===== src/sv/i2a_pkg.sv =====
// shared types, constants and digit encoding for the integer to radix ascii converter
package i2a_pkg;

  localparam int unsigned BASE_W = 6;
  localparam int unsigned CHAR_W = 8;
  localparam int unsigned QUEUE_DEPTH = 2;

  localparam logic [BASE_W-1:0] MIN_BASE = 6'd2;
  localparam logic [BASE_W-1:0] MAX_BASE = 6'd36;
  localparam logic [BASE_W-1:0] DEC_BASE = 6'd10;

  localparam logic [CHAR_W-1:0] CHAR_MINUS = 8'h2D;
  localparam logic [CHAR_W-1:0] CHAR_ZERO = 8'h30;
  // 'a' minus ten
  localparam logic [CHAR_W-1:0] CHAR_ALPHA_OFS = 8'h57;
  localparam logic [CHAR_W-1:0] CHAR_ERROR = 8'h00;

  // per item control word handed from the classifier to the converter
  typedef struct packed {
    logic              bad;
    logic              show_sign;
    logic [BASE_W-1:0] radix;
  } item_ctl_t;

  function automatic logic [CHAR_W-1:0] digit_char(input logic [BASE_W-1:0] d);
    logic [CHAR_W-1:0] dx;
    dx = {2'b00, d};
    if (d < 6'd10) begin
      digit_char = CHAR_ZERO + dx;
    end else begin
      digit_char = CHAR_ALPHA_OFS + dx;
    end
  endfunction

endpackage


===== src/sv/i2a_ram.sv =====
// generic single write port ram with registered read
module i2a_ram #(
  parameter int unsigned WIDTH = 6,
  parameter int unsigned DEPTH = 32
) (
  input  logic                     clk_i,
  input  logic                     we_i,
  input  logic [$clog2(DEPTH)-1:0] waddr_i,
  input  logic [WIDTH-1:0]         wdata_i,
  input  logic                     re_i,
  input  logic [$clog2(DEPTH)-1:0] raddr_i,
  output logic [WIDTH-1:0]         rdata_o
);

  logic [WIDTH-1:0] mem [DEPTH];
  logic [WIDTH-1:0] rdata_q;

  always_ff @(posedge clk_i) begin
    if (we_i) begin
      mem[waddr_i] <= wdata_i;
    end
    if (re_i) begin
      rdata_q <= mem[raddr_i];
    end
  end

  assign rdata_o = rdata_q;

endmodule


===== src/sv/i2a_front.sv =====
// input side: takes items, checks the radix and forms the magnitude
module i2a_front
  import i2a_pkg::*;
#(
  parameter int unsigned VALUE_WIDTH = 32
) (
  input  logic                   in_valid_i,
  output logic                   in_ready_o,
  input  logic [31:0]            value_i,
  input  logic [BASE_W-1:0]      base_i,
  input  logic                   full_i,
  output logic                   push_o,
  output logic [VALUE_WIDTH-1:0] mag_o,
  output item_ctl_t              ctl_o
);

  localparam int unsigned VW = VALUE_WIDTH;

  logic [VW-1:0] raw;
  logic          neg;

  // narrow widths keep the low bits, wide widths see a non-negative value
  if (VW <= 32) begin : g_narrow
    assign raw = value_i[VW-1:0];
  end else begin : g_wide
    assign raw = {{(VW-32){1'b0}}, value_i};
  end

  assign neg = raw[VW-1];

  always_comb begin
    mag_o = neg ? (~raw + {{(VW-1){1'b0}}, 1'b1}) : raw;
    ctl_o.bad = (base_i < MIN_BASE) || (base_i > MAX_BASE);
    ctl_o.show_sign = neg && (base_i == DEC_BASE);
    ctl_o.radix = base_i;
  end

  assign in_ready_o = !full_i;
  assign push_o = in_valid_i && !full_i;

endmodule


===== src/sv/i2a_queue.sv =====
// short queue of classified items between the input side and the converter
module i2a_queue
  import i2a_pkg::*;
#(
  parameter int unsigned WIDTH = 40
) (
  input  logic             clk_i,
  input  logic             rst_ni,
  input  logic             push_i,
  input  logic [WIDTH-1:0] wdata_i,
  output logic             full_o,
  input  logic             pop_i,
  output logic             empty_o,
  output logic [WIDTH-1:0] rdata_o
);

  localparam int unsigned PW = $clog2(QUEUE_DEPTH);
  localparam int unsigned CW = $clog2(QUEUE_DEPTH + 1);

  logic [WIDTH-1:0] entry_q [QUEUE_DEPTH];
  logic [PW-1:0]    wr_ptr_q, wr_ptr_d;
  logic [PW-1:0]    rd_ptr_q, rd_ptr_d;
  logic [CW-1:0]    cnt_q, cnt_d;
  logic             do_push, do_pop;

  assign full_o = (cnt_q == CW'(QUEUE_DEPTH));
  assign empty_o = (cnt_q == '0);
  assign do_push = push_i && !full_o;
  assign do_pop = pop_i && !empty_o;
  assign rdata_o = entry_q[rd_ptr_q];

  always_comb begin
    wr_ptr_d = wr_ptr_q;
    rd_ptr_d = rd_ptr_q;
    cnt_d = cnt_q;
    if (do_push) begin
      wr_ptr_d = (wr_ptr_q == PW'(QUEUE_DEPTH - 1)) ? '0 : wr_ptr_q + 1'b1;
    end
    if (do_pop) begin
      rd_ptr_d = (rd_ptr_q == PW'(QUEUE_DEPTH - 1)) ? '0 : rd_ptr_q + 1'b1;
    end
    if (do_push && !do_pop) begin
      cnt_d = cnt_q + 1'b1;
    end else if (do_pop && !do_push) begin
      cnt_d = cnt_q - 1'b1;
    end
  end

  always_ff @(posedge clk_i or negedge rst_ni) begin
    if (!rst_ni) begin
      wr_ptr_q <= '0;
      rd_ptr_q <= '0;
      cnt_q <= '0;
    end else begin
      wr_ptr_q <= wr_ptr_d;
      rd_ptr_q <= rd_ptr_d;
      cnt_q <= cnt_d;
    end
  end

  always_ff @(posedge clk_i) begin
    if (do_push) begin
      entry_q[wr_ptr_q] <= wdata_i;
    end
  end

endmodule


===== src/sv/i2a_back.sv =====
// converter: bit-serial radix divider, digit stack and output register
module i2a_back
  import i2a_pkg::*;
#(
  parameter int unsigned VALUE_WIDTH = 32
) (
  input  logic                   clk_i,
  input  logic                   rst_ni,
  input  logic                   empty_i,
  input  logic [VALUE_WIDTH-1:0] head_mag_i,
  input  item_ctl_t              head_ctl_i,
  output logic                   pop_o,
  output logic                   out_valid_o,
  input  logic                   out_ready_i,
  output logic [CHAR_W-1:0]      out_char_o,
  output logic                   out_last_o,
  output logic                   out_bad_o
);

  localparam int unsigned VW = VALUE_WIDTH;
  localparam int unsigned AW = $clog2(VW);

  localparam logic [2:0] S_IDLE = 3'd0;
  localparam logic [2:0] S_DIV  = 3'd1;
  localparam logic [2:0] S_SIGN = 3'd2;
  localparam logic [2:0] S_RD   = 3'd3;
  localparam logic [2:0] S_OUT  = 3'd4;

  logic [2:0]        state_q, state_d;
  logic [VW-1:0]     dvd_q, dvd_d;
  logic [BASE_W-1:0] rem_q, rem_d;
  logic [BASE_W-1:0] radix_q, radix_d;
  logic              sign_q, sign_d;
  logic [AW-1:0]     bit_q, bit_d;
  logic [AW-1:0]     idx_q, idx_d;

  logic              ov_q, ov_d;
  logic [CHAR_W-1:0] och_q, och_d;
  logic              olast_q, olast_d;
  logic              obad_q, obad_d;

  logic [BASE_W:0]   sh, diff;
  logic              ge;
  logic [BASE_W-1:0] rem_nxt;
  logic [VW-1:0]     quo_nxt;
  logic              out_free;
  logic              ram_we, ram_re;
  logic [BASE_W-1:0] ram_rdata;

  // one restoring step: next dividend bit into the partial remainder
  assign sh = {rem_q, dvd_q[VW-1]};
  assign diff = sh - {1'b0, radix_q};
  assign ge = (sh >= {1'b0, radix_q});
  assign rem_nxt = ge ? diff[BASE_W-1:0] : sh[BASE_W-1:0];
  assign quo_nxt = {dvd_q[VW-2:0], ge};

  assign out_free = !ov_q || out_ready_i;
  assign ram_we = (state_q == S_DIV) && (bit_q == AW'(VW - 1));
  assign ram_re = (state_q == S_RD);

  i2a_ram #(
    .WIDTH(BASE_W),
    .DEPTH(VW)
  ) u_digits (
    .clk_i  (clk_i),
    .we_i   (ram_we),
    .waddr_i(idx_q),
    .wdata_i(rem_nxt),
    .re_i   (ram_re),
    .raddr_i(idx_q),
    .rdata_o(ram_rdata)
  );

  always_comb begin
    state_d = state_q;
    dvd_d = dvd_q;
    rem_d = rem_q;
    radix_d = radix_q;
    sign_d = sign_q;
    bit_d = bit_q;
    idx_d = idx_q;
    pop_o = 1'b0;
    och_d = och_q;
    olast_d = olast_q;
    obad_d = obad_q;
    ov_d = ov_q && !out_ready_i;

    case (state_q)
      S_IDLE: begin
        if (!empty_i) begin
          if (head_ctl_i.bad) begin
            if (out_free) begin
              pop_o = 1'b1;
              ov_d = 1'b1;
              och_d = CHAR_ERROR;
              olast_d = 1'b1;
              obad_d = 1'b1;
            end
          end else begin
            pop_o = 1'b1;
            dvd_d = head_mag_i;
            rem_d = '0;
            radix_d = head_ctl_i.radix;
            sign_d = head_ctl_i.show_sign;
            bit_d = '0;
            idx_d = '0;
            state_d = S_DIV;
          end
        end
      end
      S_DIV: begin
        rem_d = rem_nxt;
        dvd_d = quo_nxt;
        bit_d = bit_q + 1'b1;
        if (bit_q == AW'(VW - 1)) begin
          bit_d = '0;
          rem_d = '0;
          if (quo_nxt == '0) begin
            state_d = sign_q ? S_SIGN : S_RD;
          end else begin
            idx_d = idx_q + 1'b1;
          end
        end
      end
      S_SIGN: begin
        if (out_free) begin
          ov_d = 1'b1;
          och_d = CHAR_MINUS;
          olast_d = 1'b0;
          obad_d = 1'b0;
          state_d = S_RD;
        end
      end
      S_RD: begin
        state_d = S_OUT;
      end
      S_OUT: begin
        if (out_free) begin
          ov_d = 1'b1;
          och_d = digit_char(ram_rdata);
          olast_d = (idx_q == '0);
          obad_d = 1'b0;
          if (idx_q == '0) begin
            state_d = S_IDLE;
          end else begin
            idx_d = idx_q - 1'b1;
            state_d = S_RD;
          end
        end
      end
      default: begin
        state_d = S_IDLE;
      end
    endcase
  end

  always_ff @(posedge clk_i or negedge rst_ni) begin
    if (!rst_ni) begin
      state_q <= S_IDLE;
      ov_q <= 1'b0;
    end else begin
      state_q <= state_d;
      ov_q <= ov_d;
    end
  end

  always_ff @(posedge clk_i) begin
    dvd_q <= dvd_d;
    rem_q <= rem_d;
    radix_q <= radix_d;
    sign_q <= sign_d;
    bit_q <= bit_d;
    idx_q <= idx_d;
    och_q <= och_d;
    olast_q <= olast_d;
    obad_q <= obad_d;
  end

  assign out_valid_o = ov_q;
  assign out_char_o = och_q;
  assign out_last_o = olast_q;
  assign out_bad_o = obad_q;

  a_bad_is_last: assert property (@(posedge clk_i) disable iff (!rst_ni)
    ov_q && obad_q |-> olast_q && (och_q == CHAR_ERROR))
    else $error("bad radix result not a lone last transaction");

  a_rem_below_radix: assert property (@(posedge clk_i) disable iff (!rst_ni)
    state_q == S_DIV |-> rem_q < radix_q)
    else $error("partial remainder reached the radix");

  a_read_then_out: assert property (@(posedge clk_i) disable iff (!rst_ni)
    state_q == S_RD |=> state_q == S_OUT)
    else $error("digit read not followed by output step");

  a_pop_only_idle: assert property (@(posedge clk_i) disable iff (!rst_ni)
    pop_o |-> (state_q == S_IDLE) && !empty_i)
    else $error("queue popped outside idle");

endmodule


===== src/sv/integer_to_radix_ascii.sv =====
// top level of the integer to radix ascii converter
// Converts a signed two's complement integer to ASCII digits in a radix of 2 to 36,
// most significant digit first, '0'-'9' then 'a'-'z'. A '-' leads only for a negative
// value in radix 10; other radices emit the digits of the magnitude alone. The last
// character of a conversion carries tlast. A radix outside 2..36 gives one transaction
// with character 0 and tuser set. The input side classifies each item and parks it in
// a two entry queue, so new items are taken while a conversion runs. The converter has
// one bit-serial restoring divider, which forms the digits least significant first and
// pushes each onto a digit stack; a '-', if shown, goes out next, then each digit is
// popped with a digit stack read followed by an output load. A bad radix item is popped
// and answered from the idle state once the output register is free. The output
// register lets the next character wait for the consumer without holding up the
// divider of the following item.
module integer_to_radix_ascii
  import i2a_pkg::*;
#(
  parameter int unsigned VALUE_WIDTH = 32
) (
  input  logic        clk_i,
  input  logic        rst_ni,
  input  logic        s_axis_tvalid_i,
  output logic        s_axis_tready_o,
  input  logic [39:0] s_axis_tdata_i,  // value [31:0], base [37:32], zero fill
  output logic        m_axis_tvalid_o,
  input  logic        m_axis_tready_i,
  output logic [7:0]  m_axis_tdata_o,  // character [7:0]
  output logic        m_axis_tlast_o,
  output logic [0:0]  m_axis_tuser_o   // bad_base [0]
);

  localparam int unsigned QW = VALUE_WIDTH + $bits(item_ctl_t);

  logic                   q_full, q_empty, q_push, q_pop;
  logic [VALUE_WIDTH-1:0] front_mag, head_mag;
  item_ctl_t              front_ctl, head_ctl;
  logic [QW-1:0]          q_rdata;
  logic                   out_bad;

  // classify the incoming transaction
  i2a_front #(
    .VALUE_WIDTH(VALUE_WIDTH)
  ) u_front (
    .in_valid_i(s_axis_tvalid_i),
    .in_ready_o(s_axis_tready_o),
    .value_i   (s_axis_tdata_i[31:0]),
    .base_i    (s_axis_tdata_i[37:32]),
    .full_i    (q_full),
    .push_o    (q_push),
    .mag_o     (front_mag),
    .ctl_o     (front_ctl)
  );

  // decouples the input handshake from the long running conversion
  i2a_queue #(
    .WIDTH(QW)
  ) u_queue (
    .clk_i  (clk_i),
    .rst_ni (rst_ni),
    .push_i (q_push),
    .wdata_i({front_mag, front_ctl}),
    .full_o (q_full),
    .pop_i  (q_pop),
    .empty_o(q_empty),
    .rdata_o(q_rdata)
  );

  assign head_mag = q_rdata[QW-1 -: VALUE_WIDTH];
  assign head_ctl = q_rdata[$bits(item_ctl_t)-1:0];

  // divider, digit stack and output register
  i2a_back #(
    .VALUE_WIDTH(VALUE_WIDTH)
  ) u_back (
    .clk_i      (clk_i),
    .rst_ni     (rst_ni),
    .empty_i    (q_empty),
    .head_mag_i (head_mag),
    .head_ctl_i (head_ctl),
    .pop_o      (q_pop),
    .out_valid_o(m_axis_tvalid_o),
    .out_ready_i(m_axis_tready_i),
    .out_char_o (m_axis_tdata_o),
    .out_last_o (m_axis_tlast_o),
    .out_bad_o  (out_bad)
  );

  assign m_axis_tuser_o = out_bad;

endmodule

===== config.mk =====
export PLATFORM = sky130hd
export DESIGN_NAME = integer_to_radix_ascii
export DESIGN_NICKNAME = d
export VERILOG_FILES = /design/src/sv/i2a_pkg.sv /design/src/sv/i2a_ram.sv /design/src/sv/i2a_front.sv /design/src/sv/i2a_queue.sv /design/src/sv/i2a_back.sv /design/src/sv/integer_to_radix_ascii.sv
export SDC_FILE = /design/constraint.sdc
export NUM_CORES = 1
export LEC_CHECK = 0
export BUFFER_PORTS_ARGS = -buffer_cell sky130_fd_sc_hd__buf_2
export CAP_MARGIN = 20
export CORE_ASPECT_RATIO = 0.6
export CORE_MARGIN = 8
export CORE_UTILIZATION = 50
export CTS_CLUSTER_SIZE = 28
export DETAILED_ROUTE_END_ITERATION = 10
export PLACE_DENSITY = 0.66
export RECOVER_POWER = 25
export SETUP_SLACK_MARGIN = 0.02
export SYNTH_ARGS = -nofsm -noshare
export SYNTH_HDL_FRONTEND = slang
export SYNTH_SLANG_ARGS = --single-unit

===== constraint.sdc =====
create_clock -name clk_i -period 7.4 [get_ports clk_i]
set_input_delay 1.48 -clock clk_i [delete_from_list [all_inputs] [get_ports clk_i]]
set_output_delay 1.48 -clock clk_i [all_outputs]
set_load 0.02 [all_outputs]

== Yosys cells after proc, flatten, opt, wreduce, memory -nomap -nowiden ==
Memory sizes are Yosys's and may differ from the RTL's. A register that Yosys moved wholly into a read port is not among the register bits.
Index checks and enable logic that the tools add are counted.

* Register bits: 73
* Input port bits: 44
* Memory bits (writable): 272
* Word-level logic and storage cells: 141
* Memories: 2
* Output and inout bits: 12

{| class="wikitable"
|+ Memory list
! name !! words !! bits a word !! rd ports !! clocked after memory_dff !! write ports !! RTL line !! RTL
|-
| u_back.u_digits.mem || 32 || 6 || 1 || 1 || 1 || i2a_ram.sv:15 || <nowiki>logic [WIDTH-1:0] mem [DEPTH];</nowiki>
|-
| u_queue.entry_q || 2 || 40 || 1 || 0 || 1 || i2a_queue.sv:20 || <nowiki>logic [WIDTH-1:0] entry_q [QUEUE_DEPTH];</nowiki>
|}

* Reduce and logical (&&, ||, !) cells: 32
* Bitwise gates (word level): 3
* Equal/unequal tests: 18
* Add/sub/neg operators: 11
* Mux-type cells: 57
* Magnitude comparators: 4

{| class="wikitable"
|+ Operators with widths
! kind !! count
|-
| 32-bit two-way mux || 3
|-
| 32-bit case mux with 2 select lines || 1
|-
| 8-bit two-way mux || 6
|-
| 5-bit two-way mux || 7
|-
| 32-bit by 1-bit adder with 32-bit output (second input constant) || 1
|-
| 32-bit logical NOT || 1
|-
| 32-bit inverter || 1
|-
| 6-bit two-way mux || 4
|-
| 8-bit case mux with 3 select lines || 1
|-
| 1-bit two-way mux || 19
|-
| 3-bit two-way mux || 6
|-
| 3-bit case mux with 5 select lines || 1
|-
| 5-bit case mux with 3 select lines || 1
|-
| 2-bit inequality test (second input constant) || 7
|-
| 6-bit case mux with 2 select lines || 1
|-
| 6-bit AND reduction || 2
|-
| 5-bit by 1-bit adder with 5-bit output (second input constant) || 2
|-
| 5-bit case mux with 2 select lines || 1
|-
| 7-bit by 6-bit adder with 8-bit output (first input constant) || 1
|-
| 1-bit logical AND || 8
|-
| 2-bit by 1-bit inequality test with 1-bit output (second input constant) || 4
|-
| 6-bit by 6-bit adder with 7-bit output (first input constant) || 1
|-
| 7-bit by 6-bit greater-or-equal comparator with 1-bit output || 1
|-
| 7-bit AND reduction || 1
|-
| 28 further kinds || 44
|}

== Longest topological paths before layout ==
Gate-level depths: netlist of run 1.

* Word-level depth: 10
* Depth in mapped cells: 9
* Mapped depth without buffers: 9

== By module ==
From an unflattened synthesis of run 1, not the netlist that was laid out.

* Cell total of the unflattened synthesis: 939
* Area, all modules: 15467.3 um^2

{| class="wikitable"
|+ By module, submodules not included
! module !! times used !! sequential area each (um^2) !! area an instance (um^2) !! cells each
|-
| i2a_ram || 1 || 5945.7 || 7649.8 || 323
|-
| i2a_back || 1 || 2052.0 || 3719.8 || 362
|-
| i2a_queue || 1 || 2502.4 || 3286.9 || 144
|-
| i2a_front || 1 || 0.0 || 810.8 || 110
|}

== Worst setup path after synthesis of run 1 ==
No wires, ideal clock.

* Kind: input to register
* Start point: input s_axis_tvalid_i
* End point: memory u_queue.entry_q[0][0] (enable)
* Path buffers: 0
* Path slack: 3.701 ns
* Arrival: 3.262 ns
* Setup time: 0.437 ns
* Stages: 2
* Cells stage by stage: nand2_1 nor2_1

* Longest elaborated chain between the ends: 4

{| class="wikitable"
|+ RTL lines
! item !! RTL line !! RTL
|-
| from (decl) || integer_to_radix_ascii.sv:21 || <nowiki>input logic s_axis_tvalid_i,</nowiki>
|-
| 1-bit logical AND || i2a_front.sv:39 || <nowiki>assign push_o = in_valid_i && !full_i;</nowiki>
|-
| 1-bit logical AND || i2a_queue.sv:28 || <nowiki>assign do_push = push_i && !full_o;</nowiki>
|-
| 1-bit two-way mux || i2a_queue.sv:62 || <nowiki>if (do_push) begin</nowiki>
|-
| 1-bit two-way mux (implied by the code) || i2a_queue.sv:63 || <nowiki>entry_q[wr_ptr_q] <= wdata_i;</nowiki>
|-
| to (decl) || i2a_queue.sv:20 ||
|}

Every way passes these cells.

== Worst setup path after layout of run 1 ==
* Start point: register u_queue.rd_ptr_q
* End point: register u_back.dvd_q[26] (enable)

* Longest elaborated chain between the ends: 3

{| class="wikitable"
|+ RTL lines
! item !! RTL line !! RTL
|-
| from (decl) || i2a_queue.sv:22 || <nowiki>logic [PW-1:0] rd_ptr_q, rd_ptr_d;</nowiki>
|-
| from (signal assigned) || i2a_queue.sv:56 || <nowiki>rd_ptr_q <= rd_ptr_d;</nowiki>
|-
| memory 2 x 40 bit || -- ||
|-
| 2-bit inequality test (no line) || -- ||
|-
| 3-bit AND reduction (no line) || -- ||
|-
| to (signal assigned) || i2a_back.sv:168 || <nowiki>dvd_q <= dvd_d;</nowiki>
|-
| to (decl) || i2a_back.sv:30 || <nowiki>logic [VW-1:0] dvd_q, dvd_d;</nowiki>
|}

Every way passes these cells.
A chain may end at the register's enable or synchronous reset.

==> results of run 1 <==
-- final cells by class --
class | instances | share of cell area
Inverter | 21 | 0.00473
Multi-Input combinational cell | 508 | 0.249
Clock buffer | 44 | 0.0552
Tap cell | 408 | 0.0306
Timing Repair Buffer | 64 | 0.0205
Sequential cell | 351 | 0.630
Antenna cell | 1 | 0.000150
Clock inverter | 13 | 0.00946
-- logic make-up after synthesis --
family	Yosys count
AND/OR/NAND/NOR	220
adder cells (fa/ha/maj)	20
XOR/XNOR	46
multiplexers	92
buffers and inverters	60
flip-flops	351
AO/OA/AOI/OAI	130
-- stage by stage --
stage	worst slack [ns]	cell area, um^2	hold slack, ns
6_report	3.78	16700	0.506
5_1_grt	3.46	16700	0.516
4_1_cts	4.26	16700	0.520
3_3_place_gp	3.88	15600	0.515
2_1_floorplan	3.70	14900	0.461
3_5_place_dp	3.86	15600	0.513
-- report_power, final --
group	internal [mW]	total, mW	switching (mW)
combinational	0.501	1.60	1.10
sequential	3.03	3.16	0.129
clock	0.983	1.70	0.716
-- final timing paths --
path | startpoint | endpoint | slack, ns | depth (start not counted)
worst min register to register | u_queue.wr_ptr_q | u_queue.wr_ptr_q | 0.51 | 1
max in group asynchronous | rst_ni | u_queue.rd_ptr_q | 6.10 | 1
worst max register to register | u_queue.rd_ptr_q | u_back.dvd_q[26] | 3.78 | 4
worst min-delay path | u_queue.wr_ptr_q | u_queue.wr_ptr_q | 0.51 | 1
worst max-delay path | u_queue.rd_ptr_q | u_back.dvd_q[26] | 3.78 | 4
min in group asynchronous | rst_ni | u_queue.wr_ptr_q | 0.91 | 1
-- state kept, by name, indices dropped and copies added, names as in the netlist --
register / count
u_back.out_char_o: 8
u_back.radix_q: 6
u_back.dvd_q: 32
u_back.u_digits.rdata_o: 6
u_back.idx_q: 5
u_back.bit_q: 5
u_back.rem_q: 6
u_queue.rd_ptr_q: 1
u_back.out_bad_o: 1
u_back.state_q: 3
u_queue.wr_ptr_q: 1
u_back.out_valid_o: 1
u_back.out_last_o: 1
u_queue.cnt_q: 2
u_back.sign_q: 1
u_queue.entry_q: 80
u_back.u_digits.mem: 192
-- placed cells by master, fill, tap and decap left out, types with 7 or more instances in the layout --
cell type	count
edfxtp_1	343
nor2_1	64
nand2_1	54
o21ai_0	52
mux4_2	48
buf_2	41
xnor2_1	38
clkbuf_16	35
mux2i_1	33
clkbuf_1	23
a21oi_1	22
inv_1	21
nor2b_1	20
ha_1	18
nand4_1	15
nor4_1	12
a22oi_1	12
mux2_2	11
o31ai_1	10
nand2b_1	9
nor3_1	9
and3_1	8
xor2_1	8
buf_4	7
dfrtp_1	7
-- worst reg2reg max path, delay by kind of cell (launching register included) --
family / cells / cell delay, ns
flops: 1 / 0.41
mux: 1 / 0.21
simple gates: 2 / 2.36
compound gates: 1 / 0.22
-- layer usage --
layer	vias up	track usage	wire (um)
li1	3713	-	-
met1	3930	0.260	14700
met2	227	0.223	11700
met3	45	0.0561	2630
met4	2	0.0410	460
met5	-	0	11
==> results.json, run 1 <==
{
  "grt_pass1_wl_mm": 46.1,
  "port_buffers": 53,
  "clk_latency_ns": 0.54,
  "yosysMostFrequentCell": "edfxtp_1",
  "fp-row-count": 49,
  "clockBufferDepth": 3,
  "synth-main-ff-cell": "edfxtp_1",
  "multiInputGateArea_um2": 4150,
  "worst_slew_pin_slew_ns": 2.97,
  "avgViaCountPerCell": 5.61,
  "start_util": 0.502,
  "grt_pass1_vias": 7903,
  "wl_per_cell_um": 20.9,
  "ctsResizeCount": 0,
  "syn_avg_cell_area_um2": 16.2,
  "nets": 1044,
  "coreArea_um2": 29600,
  "syn2layout_area_growth_pct": 12.1,
  "synth_top_family_by_area": "multiplexers",
  "drt_iter0_drc": 736,
  "dpl.hpwl_mm": 19.5,
  "grt_use_total": 0.168,
  "hold_buffers": 0,
  "cpPeakStageDelay_ns": 1.34,
  "syn-cell-area_um2": 14900,
  "synthXorXnorAreaFrac": 0.0271,
  "detail-route-antenna-nets": 0,
  "period_share": 0.489,
  "ir_worst_vdd_mv": 0.381,
  "synth_common_cells": "edfxtp_1 (343), nor2_1 (64), nand2_1 (54)",
  "dp_cells": 1351,
  "cts_buffers": 34,
  "ys_seq_area_frac": 0.706,
  "synth.distinct_cells": 58,
  "worst_ep_arrival_time_ns": 3.74,
  "htreeDepth": 2,
  "antenna_found_initial": 1,
  "synth_mux_area_frac": 0.103,
  "final_hold_viol_count": 0,
  "min_period_ns": 3.62,
  "fin_util": 0.563,
  "critPathLaunchType": "flip-flop",
  "fmax_ghz": 0.277,
  "drc_errors": 0,
  "clkTransAtPathRegs_ns": 0.06,
  "netlist.area_leader.share": 0.693,
  "critPathTopFamily": "simple AND/OR/NAND/NOR gates",
  "drv_cap": 4,
  "die_h_um": 150,
  "synth_simple_gate_area_frac": 0.0742,
  "crit_path_cell_trace": "mux2i_1, o21ai_0, nor4_1, or2_2",
  "clockRootBuffer": "clkbuf_16",
  "vias": 7917,
  "power_density_nw_per_um2": 388,
  "hp-class": "reg2reg",
  "cts_tree": "yes",
  "p_leak_nw": 5.62,
  "cts_setup_buffers": 0,
  "netlist_instances": 919,
  "finalPower_mw": 6.47,
  "grt_max_degree": 65,
  "crit_required_ns": 7.53,
  "synth-adder-area-share": 0.0178,
  "synth_compound_area_frac": 0.0556,
  "synth_seq_cells": 351,
  "n_fill_cell": 2300,
  "drive_above_1_share": 0.165,
  "slew_viol_final": 91,
  "crit_slowest_cell": "nor4_1",
  "routed_wl_mm": 29.5,
  "synth-edff-count": 343,
  "globalRoute.totalOverflow": 0,
  "slew_headroom": -0.981,
  "async_reset_ff_frac": 0.0228,
  "setup_viol": 0,
  "violations": "capacitance limit, slew limit",
  "rsz0062_at_grt": "false",
  "syn_nets": 983,
  "die_w_um": 239,
  "fin_cells": 1410,
  "clock_skew_ns": 0.0335,
  "gp_congestion": 0.818,
  "yosysTopAreaCell": "edfxtp_1",
  "timing_worst_setup_path_type": "reg2reg",
  "synth.area.top_cells": "edfxtp_1 (69%), mux4_2 (7.3%), xnor2_1 (2.2%), mux2i_1 (2.2%), o21ai_0 (1.8%)",
  "path_buf_inv": 0,
  "num_io_pins": 56,
  "status": "finished with violations",
  "critPathCaptureType": "flip-flop",
  "path_max_fanout": 43,
  "fin_tns_setup_ns": 0,
  "first_pass_iters": 5,
  "clock-sinks": 351,
  "die-area_um2": 35700,
  "synth_warnings": 0,
  "ff_latch_area_um2": 10500
}
(Power assumes the default switching activity.)
==> run 2, diff against run 1 <==
--- a/config.mk
+++ b/config.mk
@@ -12,7 +12,7 @@
 export CORE_UTILIZATION = 50
 export CTS_CLUSTER_SIZE = 28
 export DETAILED_ROUTE_END_ITERATION = 10
-export PLACE_DENSITY = 0.66
+export PLACE_DENSITY = 0.68
 export RECOVER_POWER = 25
 export SETUP_SLACK_MARGIN = 0.02
 export SYNTH_ARGS = -nofsm -noshare
==> constraint.sdc (replaced) <==
create_clock -name clk_i -period 3.1 [get_ports clk_i]
set_input_delay 0.62 -clock clk_i [delete_from_list [all_inputs] [get_ports clk_i]]
set_output_delay 0.62 -clock clk_i [all_outputs]
set_load 0.02 [all_outputs]
==> run 2 against run 1 <==
Net effect:
- the flow still finishes with violations (capacitance limit, slew limit)
- routed wire length rose by 1.4%
- clock skew fell by 0.0071 ns
- die area stayed put
- critical endpoint is now u_back.u_digits.mem[29][0]
==> results.json, run 2 (synthesis results as in run 1) <==
{
  "power_density_nw_per_um2": 932,
  "drv_cap": 1,
  "grt_pass1_vias": 7882,
  "antenna_found_initial": 0,
  "final_hold_viol_count": 0,
  "fmax_ghz": 0.356,
  "crit_required_ns": 3.25,
  "clockRootBuffer": "clkbuf_16",
  "start_util": 0.502,
  "r2r_cells": 5,
  "critPathLaunchType": "flip-flop",
  "clk_latency_ns": 0.53,
  "fin_ws_ns": 0.293,
  "grt_max_degree": 69,
  "setup_viol": 0,
  "ctsResizeCount": 0,
  "critPathCaptureType": "flip-flop",
  "regMostFlops": "u_back.u_digits.mem",
  "port_buffers": 53,
  "largest_reg_flops": 192,
  "period_share": 0.905,
  "p_leak_nw": 5.82,
  "coreArea_um2": 29600,
  "vias": 8076,
  "ir_worst_vdd_mv": 0.660,
  "violations": "capacitance limit, slew limit",
  "slew_headroom": -0.155,
  "globalRoute.totalOverflow": 0,
  "drive_above_1_share": 0.186,
  "place_ws_ns": 0.351,
  "timing_worst_setup_path_type": "reg2reg",
  "fp-row-count": 49,
  "cts_tree": "yes",
  "gp_congestion": 0.857,
  "largestRegisters": "u_back.u_digits.mem x192, u_queue.entry_q x80, u_back.dvd_q x32",
  "hold-path-endpoint": "u_queue.entry_q[1][5]",
  "min_from": "s_axis_tdata_i[37]",
  "crit_path_start": "u_back.state_q[0]",
  "num_io_pins": 56,
  "fin_tns_setup_ns": 0,
  "reg2reg_from": "u_back.state_q[0]",
  "worst_slew_pin_slew_ns": 1.73,
  "min_period_ns": 2.81,
  "cts_buffers": 34,
  "die-area_um2": 35700,
  "rsz0062_at_grt": "false",
  "clkTransAtPathRegs_ns": 0.06,
  "n_antenna_cell": 0,
  "wl_per_cell_um": 20.8,
  "detail-route-antenna-nets": 0,
  "dpl.hpwl_mm": 20.2,
  "reg2reg_slack_ns": 0.29,
  "htreeDepth": 2,
  "grt_pass1_wl_mm": 46.5,
  "n_fill_cell": 2320,
  "cpPeakStageDelay_ns": 0.69,
  "avgViaCountPerCell": 5.60,
  "clockBufferDepth": 3,
  "mostFrequentLayoutCell": "edfxtp_1",
  "path_max_fanout": 10,
  "status": "finished with violations",
  "nets": 1074,
  "most-common-layout-cells": "edfxtp_1 (343), nor2_1 (64), nand2_1 (55)",
  "worst_ep_arrival_time_ns": 2.96,
  "crit_path_cell_trace": "inv_1, clkbuf_1, nor3_2, nand4_1, nor2_1",
  "drc_errors": 0,
  "min_delay_path_depth": 1,
  "crit_slowest_cell": "nor2_1",
  "grt_use_total": 0.170,
  "die_h_um": 150,
  "clock_skew_ns": 0.0264,
  "hp-class": "in2reg",
  "clock-sinks": 351,
  "slew_viol_final": 19,
  "syn2layout_area_growth_pct": 14.5,
  "first_pass_iters": 5,
  "die_w_um": 239,
  "r2r-end": "u_back.u_digits.mem[29][0]",
  "routed_wl_mm": 29.9,
  "drt_iter0_drc": 703
}
## run 2: cell count changes in the layout (fill, tap and decap cells not counted), sizes merged
cell	previous run	this run
buf	49	66
clkbuf	59	66
bufinv	3	7
clkinv	9	11
diode	1	0
dlygate4sd3	0	1
inv	21	22
## run 2: metal layers
layer	wire length, um	GRT usage	vias to the layer above
met5	0	0	-
met4	520	0.0462	0
met1	15200	0.275	4045
li1	-	-	3765
met2	12100	0.224	227
met3	2100	0.0399	39
## run 2: worst max path at each step
stage	end	slack (ns)
floorplan	u_queue.entry_q[0][0]	0.16
global placement	u_back.rem_q[4]	0.42
detailed placement	u_back.rem_q[2]	0.35
CTS	u_back.rem_q[2]	0.34
global route	u_back.u_digits.mem[15][2]	0.09
finish	u_back.u_digits.mem[29][0]	0.29
## run 2: cell type report
type	instances	area [um^2]	share of cell area
Clock buffer	39	891	0.0523
Clock inverter	20	280	0.0165
Inverter	21	78.8	0.00463
Multi-Input combinational cell	508	4160	0.245
Sequential cell	351	10500	0.617
Tap cell	408	510	0.0300
Timing Repair Buffer	94	594	0.0349
## run 2: where the power goes
group	switching (mW)	total, mW	internal, mW	leakage (nW)
clock	1.71	4.36	2.65	0.573
combinational	2.73	3.99	1.26	1.96
sequential	0.290	7.50	7.21	3.28
## run 2: per-stage QoR
step	utilization	total power [mW]	instances	cell area [um^2]	hold slack, ns
after detailed placement	0.537	11.6	1381	15900	0.486
after CTS	0.577	16.0	1441	17100	0.307
after global placement	0.537	11.5	1381	15900	0.481
after global routing	0.575	16.6	1441	17000	0.363
final	0.575	15.9	1441	17000	0.383
after floorplan	-	10.1	919	14900	0.324
## run 2: repair_timing
action / 4_1_cts / 5_1_grt
buffers inserted: 0 / 0
endpoints found under the hold margin: 8 / 0
hold buffers: 1 / 0
## run 2: critical path: cells and delay by family (launching register included)
| kind | cells | cell delay (ns) |
|---|---|---|
| and+or+nand+nor | 3 | 1.56 |
| DFF | 1 | 0.58 |
| buffers and inverters | 2 | 0.31 |
==> run 3, diff against run 2 <==
--- a/config.mk
+++ b/config.mk
@@ -7,7 +7,7 @@
 export LEC_CHECK = 0
 export BUFFER_PORTS_ARGS = -buffer_cell sky130_fd_sc_hd__buf_2
 export CAP_MARGIN = 20
-export CORE_ASPECT_RATIO = 0.6
+export CORE_ASPECT_RATIO = 1.4
 export CORE_MARGIN = 8
 export CORE_UTILIZATION = 50
 export CTS_CLUSTER_SIZE = 28
==> run 3 against run 2 <==
Net effect:
- the flow now finishes without violations
- sequential share of layout area rose by 0.53 points
- utilization is 0.20 points higher
- via count down 0.62%
- sequential cell count unchanged
- clock-buffer cell count grew 8
- critical path type unchanged
==> results.json, run 3 (synthesis results as in run 1) <==
{
  "path_max_fanout": 10,
  "dpl.hpwl_mm": 19.1,
  "die-area_um2": 35600,
  "crit_required_ns": 3.25,
  "avgViaCountPerCell": 5.68,
  "syn2layout_area_growth_pct": 13.5,
  "first_pass_iters": 5,
  "grt_max_degree": 74,
  "drc_errors": 0,
  "cpPeakStageDelay_ns": 0.70,
  "num_io_pins": 56,
  "p_leak_nw": 5.75,
  "cts_setup_buffers": 0,
  "reg2reg_slack_ns": 0.38,
  "die_h_um": 220,
  "most-common-layout-cells": "edfxtp_1 (343), nor2_1 (63), nand2_1 (54)",
  "drt_iter0_drc": 490,
  "cts_buffers": 35,
  "ir_worst_vdd_mv": 0.619,
  "final_hold_viol_count": 0,
  "worst_slew_pin_slew_ns": 1.32,
  "hold_buffers": 1,
  "fin_tns_setup_ns": 0,
  "routed_wl_mm": 28.6,
  "port_buffers": 53,
  "cts_tree": "yes",
  "critPathTopFamily": "simple AND/OR/NAND/NOR gates",
  "clockRootBuffer": "clkbuf_16",
  "critPathLaunchType": "flip-flop",
  "setup_viol": 0,
  "period_share": 0.878,
  "vias": 8026,
  "antenna_found_initial": 0,
  "slew_viol_final": 0,
  "start_util": 0.508,
  "grt_use_total": 0.165,
  "crit_path_cell_trace": "inv_1, nor3_2, nand4_1, nor2_1",
  "rsz0062_at_grt": "false",
  "coreArea_um2": 29300,
  "n_antenna_cell": 0,
  "globalRoute.totalOverflow": 0,
  "gp_congestion": 0.812,
  "ctsResizeCount": 0,
  "n_fill_cell": 2338,
  "status": "finished clean",
  "clkTransAtPathRegs_ns": 0.06,
  "power_density_nw_per_um2": 914,
  "min_period_ns": 2.72,
  "mostFrequentLayoutCell": "edfxtp_1",
  "grt_pass1_wl_mm": 45.4,
  "crit_slowest_cell": "nor2_1",
  "worst_ep_arrival_time_ns": 2.87,
  "largestRegisters": "u_back.u_digits.mem x192, u_queue.entry_q x80, u_back.dvd_q x32",
  "detail-route-antenna-nets": 0,
  "drv_cap": 0,
  "path_buf_inv": 1,
  "fmax_ghz": 0.368,
  "regMostFlops": "u_back.u_digits.mem",
  "fp-row-count": 74,
  "grt_pass1_vias": 8395,
  "clock-sinks": 351,
  "largest_reg_flops": 192,
  "htreeDepth": 2,
  "clockBufferDepth": 3,
  "die_w_um": 162,
  "critPathCaptureType": "flip-flop",
  "timing_worst_setup_path_type": "reg2reg",
  "slew_headroom": 0.118,
  "hp-class": "in2reg",
  "clock_skew_ns": 0.00922,
  "wl_per_cell_um": 20.3,
  "holdWs_ns": 0.392,
  "drive_above_1_share": 0.179,
  "nets": 1072,
  "clk_latency_ns": 0.51
}
-- run 3: changes by cell type in the layout (fill, tap and decap cells not counted), sizes merged --
cell	delta
buf	-2
bufinv	-5
clkbuf	+7
clkinv	+1
inv	-1
-- run 3: final timing paths --
check                                            endpoint                from  cells after the start
worst max-delay path            u_back.u_digits.mem[9][3]   u_back.state_q[0]                      4
worst min-delay path                u_queue.entry_q[1][5]  s_axis_tdata_i[37]                      1
worst max register to register  u_back.u_digits.mem[9][3]   u_back.state_q[0]                      4
worst min register to register           u_queue.cnt_q[1]    u_queue.cnt_q[1]                      1
max in group asynchronous                u_queue.rd_ptr_q              rst_ni                      2
min in group asynchronous               u_back.state_q[1]              rst_ni                      2
-- run 3: power by group --
group / internal, mW / switching [mW] / total (mW)
clock network: 2.35 / 1.66 / 4.01
logic: 1.26 / 2.61 / 3.86
registers: 7.22 / 0.325 / 7.54
total: 10.8 / 4.59 / 15.4
-- run 3: area by class of cell --
type | instances | area (um^2) | area share
Inverter | 21 | 78.8 | 0.00467
Clock inverter | 15 | 121 | 0.00719
Sequential cell | 351 | 10500 | 0.622
Timing Repair Buffer | 91 | 561 | 0.0332
Clock buffer | 47 | 963 | 0.0571
Tap cell | 380 | 475 | 0.0282
Multi-Input combinational cell | 508 | 4170 | 0.247
-- run 3: routing by layer --
layer | part of all wire | global-route usage | vias up
met1 | 0.38 | 0.185 | 4018
met5 | 0 | 0 | -
met2 | 0.55 | 0.310 | 176
met4 | 0.033 | 0.0656 | 0
met3 | 0.038 | 0.0226 | 64
li1 | - | - | 3768
-- run 3: per-stage QoR --
stage / utilization / instance area, um^2 / setup slack (ns) / total power, mW / cells
floorplan: - / 14900 / 0.158 / 10.1 / 919
global placement: 0.541 / 15800 / 0.392 / 11.4 / 1350
detailed placement: 0.541 / 15800 / 0.372 / 11.6 / 1350
CTS: 0.578 / 16900 / 0.395 / 15.6 / 1413
global route: 0.577 / 16900 / 0.249 / 16.2 / 1413
finish: 0.577 / 16900 / 0.379 / 15.4 / 1413
